## src/sv/skrsa_pkg.sv

```systemverilog
`timescale 1ns / 1ps
// ----------------------------------------------------------------------------
// skrsa_pkg: shared types and constants of the small-key RSA character cipher
// Beat payloads, configuration register indexes and fixed arithmetic widths.
// ----------------------------------------------------------------------------
package skrsa_pkg;

  localparam int WORD_W    = 32;
  localparam int PROD_W    = 2 * WORD_W;
  localparam int CFG_W     = 16;
  localparam int CFG_IDX_W = 2;
  localparam int DIV_STEPS = PROD_W;
  localparam int DIV_CNT_W = $clog2(DIV_STEPS + 1);
  localparam int SGN_W     = WORD_W + 2;

  localparam logic [CFG_IDX_W-1:0] CFG_P_PRIME = CFG_IDX_W'(0);
  localparam logic [CFG_IDX_W-1:0] CFG_Q_PRIME = CFG_IDX_W'(1);

  localparam logic [WORD_W-1:0] FIRST_EXP = WORD_W'(3);
  localparam logic [WORD_W-1:0] EXP_STEP  = WORD_W'(2);
  localparam logic [WORD_W-1:0] BYTE_MASK = WORD_W'(8'hFF);

  localparam logic REQ_ENCRYPT = 1'b0;
  localparam logic REQ_DECRYPT = 1'b1;

  typedef struct packed {
    logic              req_type;
    logic [WORD_W-1:0] in_value;
  } req_t;

  typedef struct packed {
    logic [WORD_W-1:0] result_value;
    logic              key_fault;
  } rsp_t;

endpackage

```

## src/sv/small_key_rsa_char_cipher.sv

```systemverilog
`timescale 1ns / 1ps
// ----------------------------------------------------------------------------
// small_key_rsa_char_cipher: textbook RSA over two configured small primes
// Derives n, e and d from the primes on the first beat after reset or a register write,
// then answers each beat with a modular exponentiation.
// ----------------------------------------------------------------------------
// Write the two primes through the configuration port, then send beats. The
// first beat after reset or after any register write triggers key derivation:
// both primes are trial-divided, phi = (p-1)(q-1) is formed, e is the first odd
// value from 3 upward coprime to phi (stopping once it reaches phi), and d is
// found by extended Euclid. This is done once, and every trial division and
// every Euclid step is a pass of the shared divider. After that, an encrypt or
// decrypt beat costs one reduction of the input plus, per exponent bit up to the
// top set bit, one squaring and, where the bit is set, one extra multiply, each
// followed by a 64-step division. The single restoring divider produces one
// quotient bit per cycle. One beat is worked on at a time; a finished result
// sits in the output register so the next beat is taken once the sequencer is
// idle again. With invalid keys every beat answers zero with key_fault set.
module small_key_rsa_char_cipher #(
  parameter int PRIME_BITS = 16
) (
  input  logic                                 clk_i,
  input  logic                                 rst_ni,
  input  logic                                 cfg_we_i,
  input  logic [skrsa_pkg::CFG_IDX_W-1:0]      cfg_idx_i,
  input  logic [skrsa_pkg::CFG_W-1:0]          cfg_data_i,
  input  logic                                 in_valid_i,
  output logic                                 in_ready_o,
  input  skrsa_pkg::req_t                      in_data_i,
  output logic                                 out_valid_o,
  input  logic                                 out_ready_i,
  output skrsa_pkg::rsp_t                      out_data_o
);

  localparam int W  = skrsa_pkg::WORD_W;
  localparam int PW = skrsa_pkg::PROD_W;
  localparam int SW = skrsa_pkg::SGN_W;
  localparam int KW = PRIME_BITS + 1;

  typedef enum logic [4:0] {
    S_IDLE, S_PR_START, S_PR_LOOP, S_PR_WAIT, S_PHI_MUL, S_PHI_SET,
    S_E_LOOP, S_GCD_LOOP, S_GCD_WAIT, S_INV_INIT, S_INV_LOOP, S_INV_WAIT,
    S_INV_MUL, S_INV_UPD, S_INV_FIN, S_N_MUL, S_N_SET, S_FAIL, S_CHECK,
    S_POW_RED, S_POW_RWAIT, S_POW_LOOP, S_POW_AM, S_POW_AWAIT, S_POW_SQ,
    S_POW_SD, S_POW_SWAIT, S_DONE
  } state_e;

  state_e state_q;

  // Configuration and derived keys.
  logic [PRIME_BITS-1:0] p_q, q_q;
  logic [W-1:0]          modulus_q, pub_exp_q, priv_exp_q;
  logic                  keys_ready_q, key_invalid_q;

  // Captured beat.
  logic                  req_type_q;
  logic [W-1:0]          value_q;

  // Derivation working registers.
  logic                  prime_sel_q;
  logic [KW-1:0]         k_q;
  logic [W-1:0]          phi_q, e_q, ga_q, gb_q, r0_q, r1_q, qt_q;
  logic signed [SW-1:0]  s0_q, s1_q;

  // Exponentiation working registers.
  logic [W-1:0]          acc_q, base_q, ex_q;

  // Shared multiplier, product registered every cycle.
  logic [W-1:0]          mul_a, mul_b;
  logic [PW-1:0]         prod_q;

  // Shared restoring divider, one quotient bit per cycle.
  logic [skrsa_pkg::DIV_CNT_W-1:0] div_cnt_q;
  logic [PW-1:0]         div_quo_q;
  logic [W-1:0]          div_rem_q, div_den_q;
  logic [W:0]            div_t;
  logic                  div_ge;
  logic [W:0]            div_sub;

  // Output register.
  logic                  out_valid_q;
  skrsa_pkg::rsp_t       out_q, res_q;

  // Combinational helpers.
  logic [PRIME_BITS-1:0] cand;
  logic [2*KW-1:0]       k_sq;
  logic [SW-1:0]         s1_mag;
  logic signed [SW-1:0]  s_new, d_pre;
  logic [SW-1:0]         d_fix;
  logic                  div_done;

  assign cand     = prime_sel_q ? q_q : p_q;
  assign k_sq     = k_q * k_q;
  assign div_t    = {div_rem_q, div_quo_q[PW-1]};
  assign div_ge   = div_t >= {1'b0, div_den_q};
  assign div_sub  = div_t - {1'b0, div_den_q};
  assign div_done = (div_cnt_q == '0);
  assign s1_mag   = s1_q[SW-1] ? SW'(-s1_q) : SW'(s1_q);

  // Bezout update: s0 - qt * s1, with the magnitude product re-signed.
  assign s_new = s1_q[SW-1] ? s0_q + $signed(prod_q[SW-1:0])
                            : s0_q - $signed(prod_q[SW-1:0]);
  // Final coefficient folded into 0 .. phi-1.
  assign d_pre = s0_q[SW-1] ? s0_q + $signed({2'b00, phi_q}) : s0_q;
  assign d_fix = (d_pre == $signed({2'b00, phi_q})) ? '0 : SW'(d_pre);

  always_comb begin
    mul_a = '0;
    mul_b = '0;
    unique case (state_q)
      S_PHI_MUL: begin
        mul_a = W'(p_q) - W'(1);
        mul_b = W'(q_q) - W'(1);
      end
      S_INV_MUL: begin
        mul_a = qt_q;
        mul_b = s1_mag[W-1:0];
      end
      S_N_MUL: begin
        mul_a = W'(p_q);
        mul_b = W'(q_q);
      end
      S_POW_LOOP: begin
        mul_a = acc_q;
        mul_b = base_q;
      end
      S_POW_SQ: begin
        mul_a = base_q;
        mul_b = base_q;
      end
      default: begin
        mul_a = '0;
        mul_b = '0;
      end
    endcase
  end

  assign in_ready_o  = (state_q == S_IDLE);
  assign out_valid_o = out_valid_q;
  assign out_data_o  = out_q;

  always_ff @(posedge clk_i or negedge rst_ni) begin
    if (!rst_ni) begin
      state_q       <= S_IDLE;
      p_q           <= '0;
      q_q           <= '0;
      modulus_q     <= '0;
      pub_exp_q     <= '0;
      priv_exp_q    <= '0;
      keys_ready_q  <= 1'b0;
      key_invalid_q <= 1'b0;
      div_cnt_q     <= '0;
      out_valid_q   <= 1'b0;
    end else begin
      prod_q <= mul_a * mul_b;

      if (!div_done) begin
        div_rem_q <= div_ge ? div_sub[W-1:0] : div_t[W-1:0];
        div_quo_q <= {div_quo_q[PW-2:0], div_ge};
        div_cnt_q <= div_cnt_q - 1'b1;
      end

      if (out_valid_q && out_ready_i) begin
        out_valid_q <= 1'b0;
      end

      if (cfg_we_i) begin
        if (cfg_idx_i == skrsa_pkg::CFG_P_PRIME) begin
          p_q          <= cfg_data_i[PRIME_BITS-1:0];
          keys_ready_q <= 1'b0;
        end else if (cfg_idx_i == skrsa_pkg::CFG_Q_PRIME) begin
          q_q          <= cfg_data_i[PRIME_BITS-1:0];
          keys_ready_q <= 1'b0;
        end
      end

      unique case (state_q)
        S_IDLE: begin
          if (in_valid_i) begin
            req_type_q  <= in_data_i.req_type;
            value_q     <= in_data_i.in_value;
            prime_sel_q <= 1'b0;
            state_q     <= keys_ready_q ? S_CHECK : S_PR_START;
          end
        end
        S_PR_START: begin
          k_q     <= KW'(2);
          state_q <= (cand < PRIME_BITS'(2)) ? S_FAIL : S_PR_LOOP;
        end
        S_PR_LOOP: begin
          if (k_sq > {{(2*KW-PRIME_BITS){1'b0}}, cand}) begin
            if (!prime_sel_q) begin
              prime_sel_q <= 1'b1;
              state_q     <= S_PR_START;
            end else begin
              state_q <= (p_q == q_q) ? S_FAIL : S_PHI_MUL;
            end
          end else begin
            div_quo_q <= PW'(cand);
            div_den_q <= W'(k_q);
            div_rem_q <= '0;
            div_cnt_q <= skrsa_pkg::DIV_CNT_W'(skrsa_pkg::DIV_STEPS);
            state_q   <= S_PR_WAIT;
          end
        end
        S_PR_WAIT: begin
          if (div_done) begin
            if (div_rem_q == '0) begin
              state_q <= S_FAIL;
            end else begin
              k_q     <= k_q + 1'b1;
              state_q <= S_PR_LOOP;
            end
          end
        end
        S_PHI_MUL: begin
          state_q <= S_PHI_SET;
        end
        S_PHI_SET: begin
          phi_q   <= prod_q[W-1:0];
          e_q     <= skrsa_pkg::FIRST_EXP;
          state_q <= S_E_LOOP;
        end
        S_E_LOOP: begin
          if (e_q >= phi_q) begin
            state_q <= S_INV_INIT;
          end else begin
            ga_q    <= e_q;
            gb_q    <= phi_q;
            state_q <= S_GCD_LOOP;
          end
        end
        S_GCD_LOOP: begin
          if (gb_q == '0) begin
            if (ga_q == W'(1)) begin
              state_q <= S_INV_INIT;
            end else begin
              e_q     <= e_q + skrsa_pkg::EXP_STEP;
              state_q <= S_E_LOOP;
            end
          end else begin
            div_quo_q <= PW'(ga_q);
            div_den_q <= gb_q;
            div_rem_q <= '0;
            div_cnt_q <= skrsa_pkg::DIV_CNT_W'(skrsa_pkg::DIV_STEPS);
            state_q   <= S_GCD_WAIT;
          end
        end
        S_GCD_WAIT: begin
          if (div_done) begin
            ga_q    <= gb_q;
            gb_q    <= div_rem_q;
            state_q <= S_GCD_LOOP;
          end
        end
        S_INV_INIT: begin
          r0_q    <= e_q;
          r1_q    <= phi_q;
          s0_q    <= SW'(1);
          s1_q    <= '0;
          state_q <= S_INV_LOOP;
        end
        S_INV_LOOP: begin
          if (r1_q == '0) begin
            state_q <= S_INV_FIN;
          end else begin
            div_quo_q <= PW'(r0_q);
            div_den_q <= r1_q;
            div_rem_q <= '0;
            div_cnt_q <= skrsa_pkg::DIV_CNT_W'(skrsa_pkg::DIV_STEPS);
            state_q   <= S_INV_WAIT;
          end
        end
        S_INV_WAIT: begin
          if (div_done) begin
            qt_q    <= div_quo_q[W-1:0];
            r0_q    <= r1_q;
            r1_q    <= div_rem_q;
            state_q <= S_INV_MUL;
          end
        end
        S_INV_MUL: begin
          state_q <= S_INV_UPD;
        end
        S_INV_UPD: begin
          s0_q    <= s1_q;
          s1_q    <= s_new;
          state_q <= S_INV_LOOP;
        end
        S_INV_FIN: begin
          state_q <= (r0_q == W'(1)) ? S_N_MUL : S_FAIL;
        end
        S_N_MUL: begin
          state_q <= S_N_SET;
        end
        S_N_SET: begin
          keys_ready_q  <= 1'b1;
          key_invalid_q <= 1'b0;
          modulus_q     <= prod_q[W-1:0];
          pub_exp_q     <= e_q;
          priv_exp_q    <= d_fix[W-1:0];
          state_q       <= S_CHECK;
        end
        S_FAIL: begin
          keys_ready_q  <= 1'b1;
          key_invalid_q <= 1'b1;
          modulus_q     <= '0;
          pub_exp_q     <= '0;
          priv_exp_q    <= '0;
          state_q       <= S_CHECK;
        end
        S_CHECK: begin
          if (key_invalid_q || modulus_q == '0) begin
            res_q.result_value <= '0;
            res_q.key_fault    <= 1'b1;
            state_q            <= S_DONE;
          end else begin
            state_q <= S_POW_RED;
          end
        end
        S_POW_RED: begin
          div_quo_q <= PW'(value_q);
          div_den_q <= modulus_q;
          div_rem_q <= '0;
          div_cnt_q <= skrsa_pkg::DIV_CNT_W'(skrsa_pkg::DIV_STEPS);
          state_q   <= S_POW_RWAIT;
        end
        S_POW_RWAIT: begin
          if (div_done) begin
            base_q  <= div_rem_q;
            acc_q   <= W'(1);
            ex_q    <= (req_type_q == skrsa_pkg::REQ_DECRYPT) ? priv_exp_q : pub_exp_q;
            state_q <= S_POW_LOOP;
          end
        end
        S_POW_LOOP: begin
          if (ex_q == '0) begin
            res_q.result_value <= (req_type_q == skrsa_pkg::REQ_DECRYPT)
                                  ? (acc_q & skrsa_pkg::BYTE_MASK) : acc_q;
            res_q.key_fault    <= 1'b0;
            state_q            <= S_DONE;
          end else begin
            state_q <= ex_q[0] ? S_POW_AM : S_POW_SQ;
          end
        end
        S_POW_AM: begin
          div_quo_q <= prod_q;
          div_den_q <= modulus_q;
          div_rem_q <= '0;
          div_cnt_q <= skrsa_pkg::DIV_CNT_W'(skrsa_pkg::DIV_STEPS);
          state_q   <= S_POW_AWAIT;
        end
        S_POW_AWAIT: begin
          if (div_done) begin
            acc_q   <= div_rem_q;
            state_q <= S_POW_SQ;
          end
        end
        S_POW_SQ: begin
          state_q <= S_POW_SD;
        end
        S_POW_SD: begin
          div_quo_q <= prod_q;
          div_den_q <= modulus_q;
          div_rem_q <= '0;
          div_cnt_q <= skrsa_pkg::DIV_CNT_W'(skrsa_pkg::DIV_STEPS);
          state_q   <= S_POW_SWAIT;
        end
        S_POW_SWAIT: begin
          if (div_done) begin
            base_q  <= div_rem_q;
            ex_q    <= ex_q >> 1;
            state_q <= S_POW_LOOP;
          end
        end
        S_DONE: begin
          if (!out_valid_q || out_ready_i) begin
            out_q       <= res_q;
            out_valid_q <= 1'b1;
            state_q     <= S_IDLE;
          end
        end
        default: begin
          state_q <= S_IDLE;
        end
      endcase
    end
  end

`ifndef SYNTHESIS
  // A faulted answer always carries a zero value.
  a_fault_zero: assert property (@(posedge clk_i) disable iff (!rst_ni)
    out_valid_o && out_data_o.key_fault |-> out_data_o.result_value == '0)
    else $error("fault beat with non-zero value");

  // The divider is never started with a zero divisor.
  a_div_nonzero: assert property (@(posedge clk_i) disable iff (!rst_ni)
    div_cnt_q == skrsa_pkg::DIV_CNT_W'(skrsa_pkg::DIV_STEPS) |-> div_den_q != '0)
    else $error("division by zero started");

  // A beat is only taken while the divider is quiet.
  a_accept_quiet: assert property (@(posedge clk_i) disable iff (!rst_ni)
    in_valid_i && in_ready_o |-> div_cnt_q == '0)
    else $error("beat accepted during a division");

  // Valid keys always come with a usable modulus.
  a_keys_mod: assert property (@(posedge clk_i) disable iff (!rst_ni)
    keys_ready_q && !key_invalid_q && state_q == S_CHECK |-> modulus_q != '0)
    else $error("valid keys with zero modulus");
`endif

endmodule

```

## config.mk

```make
export PLATFORM = sky130hd
export DESIGN_NAME = small_key_rsa_char_cipher
export DESIGN_NICKNAME = d
export VERILOG_FILES = /design/src/sv/skrsa_pkg.sv /design/src/sv/small_key_rsa_char_cipher.sv
export SDC_FILE = /design/constraint.sdc
export NUM_CORES = 2
export LEC_CHECK = 0
export BUFFER_PORTS_ARGS = -buffer_cell sky130_fd_sc_hd__buf_2
export CAP_MARGIN = 25
export CORE_MARGIN = 2
export CORE_UTILIZATION = 30
export DETAILED_ROUTE_END_ITERATION = 16
export MAX_ROUTING_LAYER = met4
export SYNTH_ARGS = -nofsm -noshare
export SYNTH_HDL_FRONTEND = slang
export SYNTH_SLANG_ARGS = --single-unit
```

## constraint.sdc

```tcl
create_clock -name clk_i -period 23.2 [get_ports clk_i]
set_input_delay 2.32 -clock clk_i [delete_from_list [all_inputs] [get_ports clk_i]]
set_output_delay 2.32 -clock clk_i [all_outputs]
set_load 0.03 [all_outputs]
```

-- Yosys cells after proc, flatten, opt, wreduce, memory -nomap -nowiden
Index checks and enable logic that the tools add are counted.
- register bits after elaboration: 840
- bits in latches: 0
- memory bits (writable): 0
- ROM bits: 0
- bits of input ports: 56
- output and inout bits: 35
- memories: 0
- $add $sub $neg: 10
- $mul: 2
- div/mod/pow operators: 0
- magnitude comparators: 4
- eq/ne operators: 51
- shift-type cells: 0
- muxes and demuxes: 90
- bitwise logic cells: 1
- reduce and logical (&&, ||, !) cells: 50
- operators with widths (operator ; count):
    $mux W32 ; 22
    $pmux W32 S2 ; 10
    $pmux W32 S4 ; 3
    $pmux W64 S5 ; 1
    $mux W64 ; 4
    $logic_not A32 Y1 ; 5
    $pmux W32 S5 ; 1
    $pmux W34 S2 ; 2
    $pmux W5 S25 ; 1
    $mux W5 ; 15
    $mux W34 ; 2
    $mux W33 ; 2
    $pmux W33 S2 ; 1
    $eq A32 B1 Y1 const B ; 2
    $mul A32 B32 Y64 ; 1
    $eq A5 B5 Y1 const B ; 12
    $eq A5 B4 Y1 const B ; 8
    $ne A2 B2 Y1 const B ; 18
    $add A34 B33 Y34 ; 1
    $add A34 B34 Y34 ; 1
    $eq A34 B33 Y1 ; 1
    $gt A34 B16 Y1 ; 1
    $mul A17 B17 Y34 ; 1
    $mux W17 ; 2
    41 further kinds ; 91

-- Logic depth before layout (Yosys ltp)
- depth in word-level cells: 5
- gate-level depth with buffers: 41

-- Least setup slack after synthesis
No wires, ideal clock.
- path kind: register to register
- start: register q_q[0]
- end: register prod_q[60] (data pin)
- library setup time: 266 ps
- arrival time: 9733 ps
- data required time: 22934 ps
- path slack: 13201 ps
- cell stages (with the launch flop): 40
- path buffers: 3
- cell sequence: dfrtp_1 -> clkbuf_1 -> inv_1 -> ha_1 -> nand2_1 -> or4_1 -> or3_1 -> or4_1 -> nor3_1 -> xor2_1 -> a222oi_1 -> o21ai_1 -> clkbuf_1 -> nand2_1 -> fa_1 -> inv_1 -> fa_1 -> inv_1 -> [... 4 more ...] -> fa_1 -> fa_1 -> inv_1 -> fa_1 -> inv_1 -> ha_1 -> clkbuf_1 -> a21o_1 -> o21bai_1 -> a2111oi_0 -> nor2_1 -> nor4_1 -> a21o_1 -> o31ai_1 -> o41ai_1 -> o21ai_0 -> o41ai_1 -> xnor2_1
- word-level cells in the longest chain between the ends: 3
- RTL lines (item ; RTL line ; RTL):
    start, declared ; small_key_rsa_char_cipher.sv:51 ; logic [PRIME_BITS-1:0] p_q, q_q;
    start signal, assigned ; small_key_rsa_char_cipher.sv:172 ; q_q <= cfg_data_i[PRIME_BITS-1:0];
    $sub A16 B1 Y17 ; small_key_rsa_char_cipher.sv:113 ; mul_b = W'(q_q) - W'(1);
    $pmux W32 S4 * ; small_key_rsa_char_cipher.sv:110 ; unique case (state_q)
    $mul A32 B32 Y64 * ; small_key_rsa_char_cipher.sv:155 ; prod_q <= mul_a * mul_b;
    end signal, assigned ; small_key_rsa_char_cipher.sv:155 ;
    end, declared ; small_key_rsa_char_cipher.sv:70 ; logic [PW-1:0] prod_q;
Every way passes the cells marked *; elsewhere a longest branch is shown, timed or not.
A chain may end at the register's enable or synchronous reset.

-- Final worst setup path
- start: register state_q[3]
- end: register prod_q[60] (data pin)
- word-level cells in the longest chain between the ends: 4
- RTL lines (item ; RTL line ; RTL):
    start, declared ; small_key_rsa_char_cipher.sv:48 ; state_e state_q;
    start signal, assigned ; small_key_rsa_char_cipher.sv:183 ; state_q <= keys_ready_q ? S_CHECK : S_PR_START;
    start signal, assigned ; small_key_rsa_char_cipher.sv:188 ; state_q <= (cand < PRIME_BITS'(2)) ? S_FAIL : S_PR_LOOP;
    start signal, assigned ; small_key_rsa_char_cipher.sv:196 ; state_q <= (p_q == q_q) ? S_FAIL : S_PHI_MUL;
    $eq A5 B5 Y1 ; small_key_rsa_char_cipher.sv:110 ;
    $reduce_or A2 Y1 (no line) ; n/a ;
    $pmux W32 S4 ; small_key_rsa_char_cipher.sv:110 ;
    $mul A32 B32 Y64 * ; small_key_rsa_char_cipher.sv:155 ;
Marked as above.

==> results.toml <==
[global_route]
grt_pass1_wl_mm = 457
grt_max_degree = 82
grt_pass1_vias = 67551
antenna_found_initial = 26
gr-usage-all-layers_pct = 21.5
overflow = 0

[critical_path]
cp_top_family = "adder cells"
cp-start-kind = "register"
slowest_delay_ns = 1.01
cp_max_fo = 21
required_ns = 23.65
crit_top_cell = "fa_1"
crit_path_end_kind = "register"
cpMaxStageDelayCell = "nand2b_1"
critical_path_class = "reg -> reg"
cp.arrival_ns = 12.39
cp_num_buf_inv = 6

[synthesis]
syn_nets = 10579
synth.cell_area_sq_um = 86800
synth_area_leaders = "fa_1 25%, edfxtp_1 24%, ha_1 7.5%, inv_1 6.0%, nand2_1 4.2%"
yosys.area.top_type_share_pct = 25.2
async_flop_share_pct = 17.0
yosysMostFrequentCell = "inv_1"
synth-edff-count = 696
yosysSeqAreaShare_pct = 28.2
syn_inst = 8911
synth_ff_type = "edfxtp_1"
yosys_warnings = 0
synth_cell_type_count = 100
ys_seq_elements = 839
avgSynthCellArea_sq_um = 9.74
synth_top_area_cell = "fa_1"
yosys-top-cells-count = "1382 x inv_1, 1091 x fa_1, 975 x nand2_1"

[clocking]
cts_tree = "yes"
cts_setup_buffers = 0
clockBufferDepth = 3
clk_pin_slew_ns = 0.06
insertion_delay_ns = 0.80
root_buffer = "clkbuf_16"
cts_sinks = 839
ctsHoldBuffers = 0
cts_max_level = 3
cts_buffers = 94
cts_resized = 0

[drt]
drtAntennaViolNets = 0
drc = 0
wl_per_cell_um = 24.4
routed_wl_mm = 309
drtIter0Drc = 7306
first_pass_iters = 9
avgViaCountPerCell = 5.30
num_vias = 67170

[placed_design]
dp.cells = 12484
numPortBuffers = 90
dpl.hpwl_mm = 236
globalplace.congestion = 0.982
placedInstanceArea_sq_um = 91900

[timing]
grt_setup_unrepaired = "no"
slew_headroom_pct = 21.3
tns_ns = 0
maxSlewViolCount = 0
finalClockSkew_ns = 0.117
worstMarginPinSlew_ns = 1.18
fin_crit_ns = 11.93
fin_crit_sh_pct = 51.4
max_freq_ghz = 0.0838
final-setup-viol-count = 0
timing.final.hold_violations = 0

[floorplanning]
die_w_um = 542
start_util_pct = 30.2
fp.dieH_um = 542
io_pins = 91
fp-row-count = 197
dieArea_sq_um = 294000
coreArea_sq_um = 288000

[final_layout]
area.growth.synth_to_final_pct = 9.56
drive_above_1_share_pct = 8.32
final_cells = 12667
fin_area_sq_um = 95100
layout.nets = 10469

[power]
power.total_w = 0.00804
ir_drop_v = 0.000122
power_leakage_nw = 41.5
power.density_nw_per_um2 = 84.5

[status]
status = "completed"

[worst_hold_path]
hold_path_class = "reg -> reg"

[job]
drv_cap = 0
-- registers in the layout (all words and copies together) (netlist names), 33 cells and up --
signal      flops
s1_q           34
div_quo_q      64
s0_q           34
out_data_o     33
prod_q         64
res_q          33
-- per-stage QoR --
stage	worst slack (ns)	hold WS (ns)	util [%]
6_report	11.27	0.381	33.0
3_5_place_dp	11.67	0.406	31.9
4_1_cts	11.52	0.380	33.0
5_1_grt	10.71	0.391	33.0
3_3_place_gp	11.57	0.402	31.9
2_1_floorplan	13.20	0.400	-
-- path summary, 6_finish.rpt --
kind                            start        endpoint  slack [ns]  cells after the start
max                        state_q[3]      prod_q[60]       11.27                     33
min                         res_q[24]  out_data_o[24]        0.38                      0
max reg2reg                state_q[3]      prod_q[60]       11.27                     33
min reg2reg                 res_q[24]  out_data_o[24]        0.38                      0
max in group asynchronous      rst_ni    pub_exp_q[5]       19.94                      3
min in group asynchronous      rst_ni    modulus_q[9]        1.59                      1
-- worst reg2reg max path: cells and delay by family (launching register included) --
kind                       cells  cell delay [ns]
AOI/OAI and AO/OA              8             2.51
xor gates and xnor gates       1             0.10
adders and majority gates      9             4.50
buffers and inverters          6             0.51
DFF                            1             0.62
and+or+nand+nor                9             3.42
-- cell families after synthesis --
family	share of synthesized area [%]
DFF	28.2
buffers and inverters	8.07
adders and majority gates	32.7
AOI/OAI and AO/OA	9.89
xor gates and xnor gates	3.38
muxes	3.86
and+or+nand+nor	14.0
-- metal layers --
layer / up-vias / share of wire, % / track usage (%)
li1: 29158 / - / -
met1: 34021 / 40 / 27.7
met2: 3355 / 46 / 33.3
met3: 636 / 9.5 / 3.83
met4: 0 / 4.9 / 9.18
met5: - / 0 / -
-- where the power goes --
part           switching [W]  total, W  internal (W)  leakage (nW)
Sequential          0.000365   0.00233       0.00197          8.35
Combinational        0.00263   0.00413       0.00150          31.6
Clock               0.000688   0.00157      0.000882          1.55
-- layout by cell type, fill, tap and decap left out, types with 65 or more instances in the layout --
cell type	n
dfrtp_1	143
inv_1	1382
buf_2	89
o21ai_0	234
buf_4	161
xnor2_1	161
a21oi_1	258
ha_1	521
clkbuf_16	95
nand3_1	100
a22o_1	65
xor2_1	166
mux2i_1	138
nor4_1	85
mux2_2	174
and2_1	137
a21o_1	87
nor2_1	903
nor3_1	116
edfxtp_1	696
fa_1	1091
nand2_1	970
nand2b_1	73
and3_1	74
nand4_1	68
-- cell type report --
class | instances | area (sq um)
timing repair buffer | 257 | 1790
sequential | 839 | 24500
inverter | 1384 | 5190
clock inverter | 54 | 677
multi-input combinational | 6225 | 55700
fill | 29495 | 193000
clock buffer | 121 | 2520
antenna | 6 | 15.0
tap | 3781 | 4730
(Power assumes the default switching activity.)
